==> src/hw/rtl/bvm_pkg.sv <==
// Shared types, constants and register codes for the battery voltage monitor.
`default_nettype none

package bvm_pkg;

    localparam int ADC_BITS   = 12;
    localparam int AVG_DEPTH  = 16;

    localparam int MV_W       = 15;
    localparam int PCT_W      = 7;
    localparam int UVPC_W     = 16;
    localparam int OHM_W      = 20;
    localparam int CFG_IDX_W  = 3;
    localparam int CFG_DATA_W = 20;

    localparam int UV_PER_MV  = 1000;
    localparam int PCT_SCALE  = 100;
    localparam int PCT_MAX    = 100;
    localparam int MV_MAX     = 32767;

    localparam int AVG_AW     = $clog2(AVG_DEPTH);
    localparam int SUM_W      = MV_W + AVG_AW;
    localparam int PROD_W     = ADC_BITS + UVPC_W;
    // pin mV < 2^(ADC_BITS+16) / 1000 < 2^(ADC_BITS+7)
    localparam int PIN_W      = ADC_BITS + 7;
    localparam int TOPP_W     = OHM_W + PIN_W;
    localparam int LVL_W      = MV_W + $clog2(PCT_SCALE);

    // pin mV = (prod >> 3) / 125, the division by 125 as a reciprocal multiply,
    // exact for every RCP_IN_W-bit input
    localparam int PIN_PRE    = 3;
    localparam int UV_ODD     = UV_PER_MV >> PIN_PRE;
    localparam int RCP_IN_W   = PROD_W - PIN_PRE;
    localparam int RCP_SHIFT  = RCP_IN_W + $clog2(UV_ODD);
    localparam int RCP_W      = RCP_SHIFT - $clog2(UV_ODD) + 1;
    localparam int RCP_PROD_W = RCP_IN_W + RCP_W;
    localparam logic [RCP_W-1:0] PIN_RCP =
        RCP_W'(((64'd1 << RCP_SHIFT) + 64'(UV_ODD) - 64'd1) / 64'(UV_ODD));

    localparam int DIV_DW     = (TOPP_W > LVL_W) ? TOPP_W : LVL_W;
    localparam int DVS_W      = OHM_W;
    localparam int CNT_W      = $clog2(DIV_DW + 1);

    localparam int S_TDATA_W  = ((ADC_BITS + 7) / 8) * 8;
    localparam int M_FIELDS_W = 2 * MV_W + 2 * PCT_W + 1;
    localparam int M_TDATA_W  = ((M_FIELDS_W + 7) / 8) * 8;

    localparam logic [UVPC_W-1:0] RST_UVPC  = UVPC_W'(805);
    localparam logic [OHM_W-1:0]  RST_TOP   = OHM_W'(100000);
    localparam logic [OHM_W-1:0]  RST_BOT   = OHM_W'(10000);
    localparam logic [MV_W-1:0]   RST_LMIN  = MV_W'(10000);
    localparam logic [MV_W-1:0]   RST_LMAX  = MV_W'(12600);
    localparam logic [MV_W-1:0]   RST_ACT   = MV_W'(11000);
    localparam logic [MV_W-1:0]   RST_DRIVE = MV_W'(10500);

    typedef enum logic [CFG_IDX_W-1:0] {
        CFG_UVPC  = 3'd0,
        CFG_TOP   = 3'd1,
        CFG_BOT   = 3'd2,
        CFG_LMIN  = 3'd3,
        CFG_LMAX  = 3'd4,
        CFG_ACT   = 3'd5,
        CFG_DRIVE = 3'd6
    } t_cfg_idx;

    typedef struct packed {
        logic [UVPC_W-1:0] uvpc;
        logic [OHM_W-1:0]  top;
        logic [OHM_W-1:0]  bot;
        logic [MV_W-1:0]   lmin;
        logic [MV_W-1:0]   lmax;
        logic [MV_W-1:0]   act;
        logic [MV_W-1:0]   drive;
    } t_cfg;

    typedef struct packed {
        logic              start;
        logic [DIV_DW-1:0] dividend;
        logic [DVS_W-1:0]  divisor;
        logic [CNT_W-1:0]  iters;
    } t_div_req;

    typedef struct packed {
        logic              done;
        logic [DIV_DW-1:0] quot;
    } t_div_rsp;

    typedef enum logic [3:0] {
        S_IDLE,
        S_MUL_PIN,
        S_RCP_PIN,
        S_MUL_TOP,
        S_DIV_TOP,
        S_SUM,
        S_AVG,
        S_MUL_LV,
        S_DIV_LV,
        S_MUL_LA,
        S_DIV_LA,
        S_FINISH
    } t_state;

endpackage

`default_nettype wire

==> src/hw/rtl/bvm_cfg.sv <==
// Configuration register file with write decode.
`default_nettype none

module bvm_cfg (
    input  wire                            i_clk,
    input  wire                            i_rst_n,
    input  wire                            i_cfg_valid,
    output logic                           o_cfg_ready,
    input  wire  [bvm_pkg::CFG_IDX_W-1:0]  i_cfg_index,
    input  wire  [bvm_pkg::CFG_DATA_W-1:0] i_cfg_data,
    output bvm_pkg::t_cfg                  o_cfg
);

    bvm_pkg::t_cfg r_cfg;

    assign o_cfg_ready = 1'b1;
    assign o_cfg       = r_cfg;

    always_ff @(posedge i_clk) begin
        if (!i_rst_n) begin
            r_cfg.uvpc  <= bvm_pkg::RST_UVPC;
            r_cfg.top   <= bvm_pkg::RST_TOP;
            r_cfg.bot   <= bvm_pkg::RST_BOT;
            r_cfg.lmin  <= bvm_pkg::RST_LMIN;
            r_cfg.lmax  <= bvm_pkg::RST_LMAX;
            r_cfg.act   <= bvm_pkg::RST_ACT;
            r_cfg.drive <= bvm_pkg::RST_DRIVE;
        end else if (i_cfg_valid) begin
            unique case (bvm_pkg::t_cfg_idx'(i_cfg_index))
                bvm_pkg::CFG_UVPC:  r_cfg.uvpc  <= i_cfg_data[bvm_pkg::UVPC_W-1:0];
                bvm_pkg::CFG_TOP:   r_cfg.top   <= i_cfg_data[bvm_pkg::OHM_W-1:0];
                bvm_pkg::CFG_BOT:   r_cfg.bot   <= i_cfg_data[bvm_pkg::OHM_W-1:0];
                bvm_pkg::CFG_LMIN:  r_cfg.lmin  <= i_cfg_data[bvm_pkg::MV_W-1:0];
                bvm_pkg::CFG_LMAX:  r_cfg.lmax  <= i_cfg_data[bvm_pkg::MV_W-1:0];
                bvm_pkg::CFG_ACT:   r_cfg.act   <= i_cfg_data[bvm_pkg::MV_W-1:0];
                bvm_pkg::CFG_DRIVE: r_cfg.drive <= i_cfg_data[bvm_pkg::MV_W-1:0];
                default: begin
                end
            endcase
        end
    end

endmodule

`default_nettype wire

==> src/hw/rtl/bvm_div.sv <==
// Shared restoring divider, one quotient bit per cycle.
`default_nettype none

module bvm_div (
    input  wire                 i_clk,
    input  wire                 i_rst_n,
    input  bvm_pkg::t_div_req   i_req,
    output bvm_pkg::t_div_rsp   o_rsp
);

    logic                          r_busy;
    logic                          r_done;
    logic [bvm_pkg::CNT_W-1:0]     r_cnt;
    logic [bvm_pkg::DIV_DW-1:0]    r_q;
    logic [bvm_pkg::DVS_W-1:0]     r_r;
    logic [bvm_pkg::DVS_W-1:0]     r_d;

    logic [bvm_pkg::DVS_W:0]       shifted;
    logic [bvm_pkg::DVS_W:0]       diff;
    logic                          ge;
    logic [bvm_pkg::DVS_W-1:0]     n_r;
    logic [bvm_pkg::DIV_DW-1:0]    n_q;
    logic                          last;

    // dividend is left-aligned by the caller, so the quotient ends in r_q
    always_comb begin
        shifted = {r_r, r_q[bvm_pkg::DIV_DW-1]};
        diff    = shifted - {1'b0, r_d};
        ge      = (shifted >= {1'b0, r_d});
        n_r     = ge ? diff[bvm_pkg::DVS_W-1:0] : shifted[bvm_pkg::DVS_W-1:0];
        n_q     = {r_q[bvm_pkg::DIV_DW-2:0], ge};
        last    = r_busy && (r_cnt == bvm_pkg::CNT_W'(1));
    end

    always_ff @(posedge i_clk) begin
        if (!i_rst_n) begin
            r_busy <= 1'b0;
            r_done <= 1'b0;
            r_cnt  <= '0;
        end else begin
            r_done <= last;
            if (i_req.start) begin
                r_busy <= 1'b1;
                r_cnt  <= i_req.iters;
            end else if (r_busy) begin
                r_cnt <= r_cnt - bvm_pkg::CNT_W'(1);
                if (last) begin
                    r_busy <= 1'b0;
                end
            end
        end
    end

    always_ff @(posedge i_clk) begin
        if (i_req.start) begin
            r_q <= i_req.dividend;
            r_r <= '0;
            r_d <= i_req.divisor;
        end else if (r_busy) begin
            r_q <= n_q;
            r_r <= n_r;
        end
    end

    assign o_rsp.done = r_done;
    assign o_rsp.quot = r_q;

    a_no_restart: assert property (@(posedge i_clk) disable iff (!i_rst_n)
        r_busy |-> !i_req.start)
        else $error("divider restarted while busy");

    a_done_pulse: assert property (@(posedge i_clk) disable iff (!i_rst_n)
        r_done |=> !r_done)
        else $error("divider done held for more than one cycle");

    a_cnt_live: assert property (@(posedge i_clk) disable iff (!i_rst_n)
        r_busy |-> (r_cnt != '0))
        else $error("divider busy with zero count");

endmodule

`default_nettype wire

==> src/hw/rtl/battery_voltage_monitor.sv <==
// Battery voltage monitor top level: sequencer, datapath, history and output register.
// Sequence: three divisions on the shared serial divider and 8 other steps between input
//   transaction and output valid.
// Input is taken only in the idle state; a result waiting in the output register holds the
//   sequencer before its load, and input is taken again while that result waits.
// Reset: sync active low; history reads zero; sum, slot, ok, state, config, valid reset.
`default_nettype none

module battery_voltage_monitor (
    input  wire                             i_clk,
    input  wire                             i_rst_n,
    input  wire                             s_axis_tvalid,
    output logic                            s_axis_tready,
    input  wire  [bvm_pkg::S_TDATA_W-1:0]   s_axis_tdata,  // [11:0] adc_sample
    output logic                            m_axis_tvalid,
    input  wire                             m_axis_tready,
    // [14:0] voltage_mv, [29:15] average_mv, [36:30] level_pct,
    // [43:37] average_level_pct, [44] ok_to_drive
    output logic [bvm_pkg::M_TDATA_W-1:0]   m_axis_tdata,
    input  wire                             i_cfg_valid,
    output logic                            o_cfg_ready,
    input  wire  [bvm_pkg::CFG_IDX_W-1:0]   i_cfg_index,
    input  wire  [bvm_pkg::CFG_DATA_W-1:0]  i_cfg_data
);

    bvm_pkg::t_cfg     cfg;
    bvm_pkg::t_div_req div_req;
    bvm_pkg::t_div_rsp div_rsp;

    bvm_pkg::t_state   r_state;
    bvm_pkg::t_state   n_state;
    logic              r_start;
    logic              n_start;
    logic              load_out;

    logic [bvm_pkg::MV_W-1:0]      r_hist [bvm_pkg::AVG_DEPTH];
    logic [bvm_pkg::AVG_DEPTH-1:0] r_hist_vld;
    logic [bvm_pkg::AVG_AW-1:0]    r_slot;
    logic [bvm_pkg::SUM_W-1:0]     r_sum;
    logic                          r_ok;

    logic [bvm_pkg::ADC_BITS-1:0]  r_sample;
    logic [bvm_pkg::MV_W-1:0]      r_old;
    logic                          r_old_vld;
    logic [bvm_pkg::PROD_W-1:0]    r_prod;
    logic [bvm_pkg::PIN_W-1:0]     r_pin;
    logic [bvm_pkg::TOPP_W-1:0]    r_topp;
    logic [bvm_pkg::MV_W-1:0]      r_volt;
    logic [bvm_pkg::MV_W-1:0]      r_avg;
    logic [bvm_pkg::LVL_W-1:0]     r_lprod;
    logic                          r_lzero;
    logic [bvm_pkg::PCT_W-1:0]     r_lvl;
    logic [bvm_pkg::PCT_W-1:0]     r_alvl;
    logic                          r_out_vld;
    logic [bvm_pkg::M_TDATA_W-1:0] r_m_tdata;

    logic                          accept;
    logic [bvm_pkg::MV_W-1:0]      old_mv;
    logic [bvm_pkg::DIV_DW:0]      vsum;
    logic [bvm_pkg::MV_W-1:0]      span;
    logic [bvm_pkg::MV_W-1:0]      lvl_src;
    logic [bvm_pkg::MV_W-1:0]      lvl_diff;
    logic [bvm_pkg::MV_W-1:0]      avg_new;
    logic [bvm_pkg::RCP_PROD_W-1:0] rcp_prod;

    function automatic logic [bvm_pkg::PCT_W-1:0] lvl_pct(
        input logic [bvm_pkg::DIV_DW-1:0] q,
        input logic                       zero
    );
        logic [bvm_pkg::PCT_W-1:0] res;
        if (zero) begin
            res = '0;
        end else if (q > bvm_pkg::DIV_DW'(bvm_pkg::PCT_MAX)) begin
            res = bvm_pkg::PCT_W'(bvm_pkg::PCT_MAX);
        end else begin
            res = q[bvm_pkg::PCT_W-1:0];
        end
        return res;
    endfunction

    bvm_cfg u_cfg (
        .i_clk       (i_clk),
        .i_rst_n     (i_rst_n),
        .i_cfg_valid (i_cfg_valid),
        .o_cfg_ready (o_cfg_ready),
        .i_cfg_index (i_cfg_index),
        .i_cfg_data  (i_cfg_data),
        .o_cfg       (cfg)
    );

    bvm_div u_div (
        .i_clk   (i_clk),
        .i_rst_n (i_rst_n),
        .i_req   (div_req),
        .o_rsp   (div_rsp)
    );

    // sequencer
    always_comb begin
        n_state       = r_state;
        n_start       = 1'b0;
        load_out      = 1'b0;
        s_axis_tready = 1'b0;
        unique case (r_state)
            bvm_pkg::S_IDLE: begin
                s_axis_tready = 1'b1;
                if (s_axis_tvalid) begin
                    n_state = bvm_pkg::S_MUL_PIN;
                end
            end
            bvm_pkg::S_MUL_PIN: begin
                n_state = bvm_pkg::S_RCP_PIN;
            end
            bvm_pkg::S_RCP_PIN: begin
                n_state = bvm_pkg::S_MUL_TOP;
            end
            bvm_pkg::S_MUL_TOP: begin
                n_state = bvm_pkg::S_DIV_TOP;
                n_start = 1'b1;
            end
            bvm_pkg::S_DIV_TOP: begin
                if (div_rsp.done) begin
                    n_state = bvm_pkg::S_SUM;
                end
            end
            bvm_pkg::S_SUM: begin
                n_state = bvm_pkg::S_AVG;
            end
            bvm_pkg::S_AVG: begin
                n_state = bvm_pkg::S_MUL_LV;
            end
            bvm_pkg::S_MUL_LV: begin
                n_state = bvm_pkg::S_DIV_LV;
                n_start = 1'b1;
            end
            bvm_pkg::S_DIV_LV: begin
                if (div_rsp.done) begin
                    n_state = bvm_pkg::S_MUL_LA;
                end
            end
            bvm_pkg::S_MUL_LA: begin
                n_state = bvm_pkg::S_DIV_LA;
                n_start = 1'b1;
            end
            bvm_pkg::S_DIV_LA: begin
                if (div_rsp.done) begin
                    n_state = bvm_pkg::S_FINISH;
                end
            end
            bvm_pkg::S_FINISH: begin
                if (!r_out_vld || m_axis_tready) begin
                    load_out = 1'b1;
                    n_state  = bvm_pkg::S_IDLE;
                end
            end
            default: begin
                n_state = bvm_pkg::S_IDLE;
            end
        endcase
    end

    always_ff @(posedge i_clk) begin
        if (!i_rst_n) begin
            r_state <= bvm_pkg::S_IDLE;
            r_start <= 1'b0;
        end else begin
            r_state <= n_state;
            r_start <= n_start;
        end
    end

    // divider operand select, dividends left-aligned to the divider width
    always_comb begin
        div_req.start    = r_start;
        div_req.dividend = '0;
        div_req.divisor  = '0;
        div_req.iters    = '0;
        case (r_state)
            bvm_pkg::S_DIV_TOP: begin
                div_req.dividend = bvm_pkg::DIV_DW'(r_topp)
                                   << (bvm_pkg::DIV_DW - bvm_pkg::TOPP_W);
                div_req.divisor  = cfg.bot;
                div_req.iters    = bvm_pkg::CNT_W'(bvm_pkg::TOPP_W);
            end
            bvm_pkg::S_DIV_LV, bvm_pkg::S_DIV_LA: begin
                div_req.dividend = bvm_pkg::DIV_DW'(r_lprod)
                                   << (bvm_pkg::DIV_DW - bvm_pkg::LVL_W);
                div_req.divisor  = bvm_pkg::DVS_W'(span);
                div_req.iters    = bvm_pkg::CNT_W'(bvm_pkg::LVL_W);
            end
            default: begin
            end
        endcase
    end

    always_comb begin
        accept   = s_axis_tvalid && s_axis_tready;
        old_mv   = r_old_vld ? r_old : '0;
        // zero bottom resistor gives an all-ones quotient, which saturates here too
        vsum     = {1'b0, div_rsp.quot} + (bvm_pkg::DIV_DW + 1)'(r_pin);
        span     = cfg.lmax - cfg.lmin;
        lvl_src  = (r_state == bvm_pkg::S_MUL_LV) ? r_volt : r_avg;
        lvl_diff = lvl_src - cfg.lmin;
        avg_new  = r_sum[bvm_pkg::SUM_W-1:bvm_pkg::AVG_AW];
        rcp_prod = bvm_pkg::RCP_PROD_W'(r_prod[bvm_pkg::PROD_W-1:bvm_pkg::PIN_PRE])
                   * bvm_pkg::RCP_PROD_W'(bvm_pkg::PIN_RCP);
    end

    // history memory
    always_ff @(posedge i_clk) begin
        if (accept) begin
            r_old <= r_hist[r_slot];
        end
        if (r_state == bvm_pkg::S_SUM) begin
            r_hist[r_slot] <= r_volt;
        end
    end

    always_ff @(posedge i_clk) begin
        if (!i_rst_n) begin
            r_hist_vld <= '0;
            r_slot     <= '0;
            r_sum      <= '0;
            r_ok       <= 1'b0;
        end else begin
            if (r_state == bvm_pkg::S_SUM) begin
                r_hist_vld[r_slot] <= 1'b1;
                r_sum <= r_sum - bvm_pkg::SUM_W'(old_mv) + bvm_pkg::SUM_W'(r_volt);
                if (r_slot == bvm_pkg::AVG_AW'(bvm_pkg::AVG_DEPTH - 1)) begin
                    r_slot <= '0;
                end else begin
                    r_slot <= r_slot + bvm_pkg::AVG_AW'(1);
                end
            end
            if (r_state == bvm_pkg::S_AVG) begin
                r_ok <= r_ok ? (avg_new > cfg.drive) : (avg_new > cfg.act);
            end
        end
    end

    // datapath
    always_ff @(posedge i_clk) begin
        if (accept) begin
            r_sample  <= s_axis_tdata[bvm_pkg::ADC_BITS-1:0];
            r_old_vld <= r_hist_vld[r_slot];
        end
        if (r_state == bvm_pkg::S_MUL_PIN) begin
            r_prod <= bvm_pkg::PROD_W'(r_sample) * bvm_pkg::PROD_W'(cfg.uvpc);
        end
        if (r_state == bvm_pkg::S_RCP_PIN) begin
            r_pin <= rcp_prod[bvm_pkg::RCP_SHIFT +: bvm_pkg::PIN_W];
        end
        if (r_state == bvm_pkg::S_MUL_TOP) begin
            r_topp <= bvm_pkg::TOPP_W'(cfg.top) * bvm_pkg::TOPP_W'(r_pin);
        end
        if (r_state == bvm_pkg::S_DIV_TOP && div_rsp.done) begin
            if (vsum > (bvm_pkg::DIV_DW + 1)'(bvm_pkg::MV_MAX)) begin
                r_volt <= bvm_pkg::MV_W'(bvm_pkg::MV_MAX);
            end else begin
                r_volt <= vsum[bvm_pkg::MV_W-1:0];
            end
        end
        if (r_state == bvm_pkg::S_AVG) begin
            r_avg <= avg_new;
        end
        if (r_state == bvm_pkg::S_MUL_LV || r_state == bvm_pkg::S_MUL_LA) begin
            r_lprod <= bvm_pkg::LVL_W'(lvl_diff) * bvm_pkg::LVL_W'(bvm_pkg::PCT_SCALE);
            r_lzero <= (cfg.lmax <= cfg.lmin) || (lvl_src <= cfg.lmin);
        end
        if (r_state == bvm_pkg::S_DIV_LV && div_rsp.done) begin
            r_lvl <= lvl_pct(div_rsp.quot, r_lzero);
        end
        if (r_state == bvm_pkg::S_DIV_LA && div_rsp.done) begin
            r_alvl <= lvl_pct(div_rsp.quot, r_lzero);
        end
        if (load_out) begin
            r_m_tdata <= bvm_pkg::M_TDATA_W'({r_ok, r_alvl, r_lvl, r_avg, r_volt});
        end
    end

    // output register
    always_ff @(posedge i_clk) begin
        if (!i_rst_n) begin
            r_out_vld <= 1'b0;
        end else if (load_out) begin
            r_out_vld <= 1'b1;
        end else if (m_axis_tready) begin
            r_out_vld <= 1'b0;
        end
    end

    assign m_axis_tvalid = r_out_vld;
    assign m_axis_tdata  = r_m_tdata;

    a_accept_starts: assert property (@(posedge i_clk) disable iff (!i_rst_n)
        (s_axis_tvalid && s_axis_tready) |=> (r_state == bvm_pkg::S_MUL_PIN))
        else $error("accepted sample did not start the sequence");

    a_done_in_div: assert property (@(posedge i_clk) disable iff (!i_rst_n)
        div_rsp.done |-> (r_state == bvm_pkg::S_DIV_TOP || r_state == bvm_pkg::S_DIV_LV ||
                          r_state == bvm_pkg::S_DIV_LA))
        else $error("divider finished outside a divide step");

    a_level_range: assert property (@(posedge i_clk) disable iff (!i_rst_n)
        m_axis_tvalid |-> (m_axis_tdata[36:30] <= 7'd100 && m_axis_tdata[43:37] <= 7'd100))
        else $error("level percent above one hundred");

    a_load_free: assert property (@(posedge i_clk) disable iff (!i_rst_n)
        (load_out && r_out_vld) |-> m_axis_tready)
        else $error("output register overwritten before transaction");

endmodule

`default_nettype wire

==> config.mk <==
export PLATFORM = sky130hd
export DESIGN_NAME = battery_voltage_monitor
export DESIGN_NICKNAME = d
export VERILOG_FILES = /design/src/hw/rtl/bvm_pkg.sv /design/src/hw/rtl/bvm_cfg.sv /design/src/hw/rtl/bvm_div.sv /design/src/hw/rtl/battery_voltage_monitor.sv
export SDC_FILE = /design/constraint.sdc
export NUM_CORES = 2
export LEC_CHECK = 0
export ABC_AREA = 0
export BUFFER_PORTS_ARGS = -buffer_cell sky130_fd_sc_hd__buf_2
export CAP_MARGIN = 10
export CELL_PAD_IN_SITES_DETAIL_PLACEMENT = 2
export CELL_PAD_IN_SITES_GLOBAL_PLACEMENT = 2
export CORE_ASPECT_RATIO = 1.4
export CORE_MARGIN = 2
export CORE_UTILIZATION = 40
export CTS_CLUSTER_SIZE = 20
export DETAILED_ROUTE_END_ITERATION = 10
export GPL_ROUTABILITY_DRIVEN = 0
export GPL_TIMING_DRIVEN = 0
export HOLD_SLACK_MARGIN = 0.03
export PLACE_DENSITY_LB_ADDON = 0.1
export SLEW_MARGIN = 20
export SYNTH_ARGS = -nofsm -noshare
export SYNTH_HDL_FRONTEND = slang
export SYNTH_SLANG_ARGS = --single-unit
==> constraint.sdc <==
create_clock -name i_clk -period 20.8 [get_ports i_clk]
set_input_delay 1.04 -clock i_clk [delete_from_list [all_inputs] [get_ports i_clk]]
set_output_delay 1.04 -clock i_clk [all_outputs]
set_load 0.02 [all_outputs]
**After elaboration in Yosys (flattened, before gate mapping)**

Memories as Yosys holds them, arrays and structs flattened. A register that Yosys moved wholly into a read port is not among the register bits.
Index checks and enable logic that the tools add are counted.

- Word-level logic and storage cells: 136
- RAM bits: 240
- Memories: 1
- Output and inout port bits: 51
- Input port bits: 44
- Flip-flop bits (word level): 458

- Reduce and logical (&&, ||, !) cells: 24
- Mux-type cells: 33
- Add/sub/neg operators: 8
- $lt $le $gt $ge: 9
- Multiply operators: 4
- Eq/ne operators: 24
- Bitwise gates (word level): 1

Memories:

| memory | depth | bits a word | rd ports | clocked after memory_dff | wr ports | line | text |
|---|---|---|---|---|---|---|---|
| r_hist | 16 | 15 | 1 | 1 | 1 | battery_voltage_monitor.sv:36 | `logic [bvm_pkg::MV_W-1:0] r_hist [bvm_pkg::AVG_DEPTH];` |

Operators with widths:

| kind | count |
|---|---|
| one-hot mux 65 bit (2 select lines) | 1 |
| two-way mux 39 bit | 2 |
| multiplier 25 x 26 -> 51 bit, second input constant | 1 |
| one-hot mux 4 bit (12 select lines) | 1 |
| adder 39 x 19 -> 40 bit | 1 |
| > comparator 40 x 15 -> 1 bit, second input constant | 1 |
| > comparator 39 x 7 -> 1 bit, second input constant | 1 |
| multiplier 20 x 19 -> 39 bit | 1 |
| > comparator 15 bit | 2 |
| <= comparator 15 bit | 2 |
| two-way mux 15 bit | 2 |
| subtractor 15 bit | 2 |
| multiplier 12 x 16 -> 28 bit | 1 |
| two-way mux 4 bit | 6 |
| greater-or-equal comparator 21 x 20 -> 1 bit | 1 |
| equality test 4 bit, second input constant | 5 |
| multiplier 15 x 5 -> 20 bit, second input constant | 1 |
| two-way mux 20 bit | 1 |
| subtractor 20 bit | 1 |
| adder 19 x 15 -> 19 bit | 1 |
| subtractor 19 x 15 -> 19 bit | 1 |
| equality test 4 x 3 -> 1 bit, second input constant | 4 |
| bitwise OR 16 bit | 1 |
| two-way mux 1 bit | 14 |
| 26 further kinds | 49 |

**Longest topological paths before layout**

- Depth after elaboration: 5
- Depth in mapped cells: 29
- Mapped depth without buffers: 27

**Modules after synthesis**

A second synthesis with hierarchy kept.

- Cells, all modules: 5,752
- Area, all modules: 61,859.3 um^2

By module, submodules not included:

| module | cells each | times used | area each (um^2) |
|---|---|---|---|
| battery_voltage_monitor | 4,918 | 1 | 52,693.0 |
| bvm_div | 406 | 1 | 4,697.0 |
| bvm_cfg | 428 | 1 | 4,469.3 |

**Worst setup path before layout**

No wires, ideal clock.

- Path type: register to register
- Start point: reg r_prod[25] in the netlist's numbering
- End point: reg r_pin[12] in the netlist's numbering, data pin
- Period minus slack after synthesis: 6.791 ns
- Slack: 14.009 ns
- Arrival time: 6.529 ns
- Cell stages (with the launch flop): 23
- Data required time: 20.538 ns
- Buffers on the path: 0
- Library setup time: 0.262 ns
- Cell sequence: edfxtp_1 -> fa_1 -> inv_1 -> fa_1 -> fa_1 -> inv_1 -> fa_1 -> fa_1 -> inv_1 -> fa_1 -> fa_1 -> inv_1 -> ha_1 -> a21oi_1 -> o21ai_1 -> a31o_1 -> a2111o_1 -> and2_0 -> a221o_1 -> a211o_1 -> a21oi_1 -> o21bai_1 -> xor2_1

- Word-level cells in the longest chain between the ends: 1

RTL lines:

| item | line | text |
|---|---|---|
| start: declaration | battery_voltage_monitor.sv:45 | `logic [bvm_pkg::PROD_W-1:0] r_prod;` |
| start signal: assignment | battery_voltage_monitor.sv:248 | `r_prod <= bvm_pkg::PROD_W'(r_sample) * bvm_pkg::PROD_W'(cfg.uvpc);` |
| multiplier 25 x 26 -> 51 bit | battery_voltage_monitor.sv:206 | `* bvm_pkg::RCP_PROD_W'(bvm_pkg::PIN_RCP);` |
| net rcp_prod (one bit) | battery_voltage_monitor.sv:64 | `logic [bvm_pkg::RCP_PROD_W-1:0] rcp_prod;` |
| end signal: assignment | battery_voltage_monitor.sv:251 | `r_pin <= rcp_prod[bvm_pkg::RCP_SHIFT +: bvm_pkg::PIN_W];` |
| end: declaration | battery_voltage_monitor.sv:46 | `logic [bvm_pkg::PIN_W-1:0] r_pin;` |

The timed path passes the listed nets, and every way through them passes these cells.
A chain may end at the register's enable or synchronous reset.

**Worst setup path in the final report**

- Start point: reg r_pin[1] in the netlist's numbering
- End point: reg r_topp[38] in the netlist's numbering, data pin

- Word-level cells in the longest chain between the ends: 1

RTL lines:

| item | line | text |
|---|---|---|
| multiplier 20 x 19 -> 39 bit | battery_voltage_monitor.sv:254 | `r_topp <= bvm_pkg::TOPP_W'(cfg.top) * bvm_pkg::TOPP_W'(r_pin);` |
| end signal: assignment | battery_voltage_monitor.sv:254 |  |
| end: declaration | battery_voltage_monitor.sv:47 | `logic [bvm_pkg::TOPP_W-1:0] r_topp;` |

No other way between the ends.

==> key figures <==
Route
  – DR pass1 iterations: 8
  – Via density: 5.39
  – Post-route DRC: 0
  – Detail Route Antenna Nets: 0
  – Via count: around 43000
  – Drt total wl: 214000 um
  – Initial DRC count: between 1500 and 2000
  – Routed WL per cell: 26.5 um

Worst setup path
  – WP depth: 23
  – Crit path max-delay family: adder cells
  – Crit Path Category: reg2reg
  – CP bufs+invs: 6
  – Critical path's most frequent cell: fa_1
  – Crit path largest cell delay: 0.96 ns
  – Arrival @ worst endpoint: 8.72 ns
  – Critical Path RT: around 21 ns
  – CP Launch Type: flop
  – CP Capture Type: flop
  – Critical-path maximum fanout: 10
  – Critical Path, Cell by Cell: clkbuf_1, nand2_1, fa_1, inv_1, fa_1, inv_1, fa_1, inv_1, fa_1, fa_1, inv_1, fa_1, inv_1, ha_1, a21oi_1, nand2_1, a21o_1, a221o_1, a2111oi_1, o211ai_1, a31o_2, a21oi_1, xnor2_1
  – Register-to-Register Path Depth: 23
  – Slowest cell on crit path: a2111oi_1

Clocking
  – CTS buffer count: 74
  – Worst-path clk slew: 0.07 ns
  – Clock latency on the worst-skew pair: 0.69 ns
  – Clk sinks: 710
  – Root buffer cell: clkbuf_16
  – CTS tree: done
  – Clk buf depth: 3
  – H-Tree Depth: 3
  – Post_cts resized: 0
  – Post-CTS setup buffer count: 0
  – Hold-fix buffers at CTS: 0

Global route
  – Initial antenna violation count: 9
  – GR peak layer: met2
  – GRT Residual Overflow: 0
  – Total GRT Usage: 28.2%
  – Largest net degree at the start of global routing: 30
  – First-pass GRT wire length: roughly 320000 um
  – Vias in the first global route: around 51000
  – Grt met2 use: between 50% and 60%
  – Met1 Use GR: around a third
  – GRT met3 Usage: 2.16%

Logic synthesis
  – Post-synth top flop: edfxtp_1
  – Synthesized instance count: 5840
  – Register bit total from synthesis: 710
  – Register area share after synthesis: a little under a third
  – Synthesis Warnings: 0
  – Synth cell types: 88
  – Asr flop ratio synth: 0%
  – Cell area after synthesis: about 61000 um^2
  – Synthesized area per cell: 10.4 um^2
  – EDFF count, synth: 520

Finish
  – Share of cells above drive strength 1: 6.32%
  – Cell Count, Final, Fillers Out: 8063
  – Layout Nets: ~7400
  – Util after Layout: 44.1%
  – Layout Area Growth over Synthesis: 9.52%

STA
  – Max Freq: roughly 0.12 GHz
  – Min cycle time layout: between 8 and 9 ns
  – Final Hold Vio Count: 0
  – Clock Skews: roughly 0.026 ns
  – RSZ-0062 raised after global routing: false
  – Least-Margin Pin Slew: approximately 1.2 ns
  – Setup_tns: 0 ns
  – Hold Worst Slack: approximately 0.42 ns
  – Slew headroom: around a fifth
  – Final setup fails: 0
  – Final Max Slew Viols: 0
  – Period utilisation layout: 39.9%

Floorplanning
  – Rows: between 150 and 200
  – Die ar.: roughly 160000 um^2
  – Die Height: roughly 470 um
  – Starting density of the core: 40.2%
  – Core area: around 150000 um^2
  – # IOs: 95
  – DIE WIDTH: between 300 and 400 um

Placed design
  – DP HPWL: 171000 um
  – Port Buffers: between 80 and 90
  – Placed cell count: about 7900

Min path
  – Hold path cells: 0
  – Hold WC Path Type: reg2reg

Outcome
  – Status: finished, final reports clean

Flow run
  – Maxcap violations: 0
metrics by stage:
stage,setup WS (ns),area [um^2]
2_1_floorplan,14.01,60800
3_3_place_gp,12.27,63700
3_5_place_dp,12.42,64200
4_1_cts,12.36,66600
5_1_grt,12.14,66600
6_report,12.49,66600
cells in the mapped netlist (all sizes together), types with 5 or more instances:
cell | n | share of area [%]
nor3 | 59 | 0.49
or4 | 5 | 0.068
xor2 | 50 | 0.72
nand2b | 28 | 0.29
nor2b | 27 | 0.28
a2111oi | 6 | 0.097
o21a | 33 | 0.41
ha | 614 | 13
o21ai | 110 | 0.91
a21o | 73 | 0.90
clkbuf | 200 | 1.2
mux4 | 80 | 3.0
inv | 1118 | 6.9
fa | 678 | 22
o41ai | 5 | 0.084
or3 | 12 | 0.12
xnor2 | 98 | 1.4
or2 | 12 | 0.12
buf | 22 | 0.20
o22ai | 5 | 0.051
a21boi | 16 | 0.20
and4 | 7 | 0.10
a311oi | 5 | 0.072
a22o | 17 | 0.24
dfxtp | 190 | 6.3
o21bai | 28 | 0.35
a211oi | 37 | 0.47
nand2 | 724 | 4.5
nand3 | 87 | 0.72
mux2i | 13 | 0.21
o31ai | 9 | 0.12
nor4 | 30 | 0.31
o211ai | 32 | 0.39
a21oi | 235 | 1.9
nand4 | 38 | 0.41
nor2 | 220 | 1.4
a31o | 5 | 0.072
a221oi | 21 | 0.30
a211o | 7 | 0.10
a31oi | 20 | 0.22
edfxtp | 520 | 26
and3 | 26 | 0.27
and2 | 264 | 2.7
per-layer routing:
metal  routed length (um)  share of wire (%)  up-vias
li1                     -                  -    19500
met1                82400                 39    22900
met2               117000                 55      696
met3                 5140                2.4      347
met4                 9240                4.3        2
met5                   19             0.0089        -
path summary, 6_finish.rpt:
kind         startpoint               end  slack [ns]
min reg2reg    r_lvl[1]  m_axis_tdata[31]        0.42
min            r_lvl[1]  m_axis_tdata[31]        0.42
max reg2reg    r_pin[1]        r_topp[38]       12.49
max            r_pin[1]        r_topp[38]       12.49
worst register-to-register path, delay by kind of cell (launching register included):
kind                       cells  cell delay, ns
AOI/OAI and AO/OA              7            2.58
xor gates and xnor gates       1            0.27
buffers and inverters          6            0.82
adders and majority gates      7            3.47
and+or+nand+nor                2            0.25
DFF                            1            0.64
cell type report:
class                   count  area, um^2
well taps                1966        2460
flip-flops and latches    710       19400
diodes                      3        7.51
clock buffers              93        1960
clock inverters            44         434
inverters                1118        4200
repair buffers            115         774
fillers                 15900       84600
plain buffers             222         877
multi-input cells        3792       36500
state kept, by name, indices dropped and copies added (netlist names), 6 cells and up:
name          cells
u_div.r_r        20
r_old            15
u_div.r_d        20
r_avg            15
r_sample         12
u_cfg.o_cfg     116
r_sum            19
r_prod           25
u_div.r_q        39
r_alvl            7
u_div.r_cnt       6
r_hist_vld       16
r_pin            19
r_hist          240
r_lvl             7
m_axis_tdata     45
r_lprod          20
r_volt           15
r_topp           39
placed cells by master, fill, tap and decap left out, types with 29 or more instances in the layout:
cell type / count
inv_1: 1118
o21ai_0: 109
ha_1: 614
nand2_1: 723
dfxtp_1: 190
a211oi_1: 35
fa_1: 678
clkbuf_16: 74
clkbuf_1: 212
o21a_1: 33
nand3_1: 87
nor3_1: 48
nand4_1: 36
xnor2_1: 98
nor4_1: 29
and2_1: 261
edfxtp_1: 520
a21o_1: 73
a21oi_1: 233
mux4_2: 80
o211ai_1: 32
nor2_1: 206
xor2_1: 50
buf_2: 91
logic make-up after synthesis:
logic type | count (synthesis) | share of synthesized area (%)
compound gates | 701 | 7.52
xor+xnor | 148 | 2.13
fa+ha+maj | 1292 | 34.9
buf+inv | 1340 | 8.33
flops | 710 | 31.9
mux | 94 | 3.19
other cells | 2 | 0.0123
simple gates | 1553 | 11.9
Power is not shown: default switching activity piles up to over one toggle a cycle in this logic, so the estimate is an artifact.
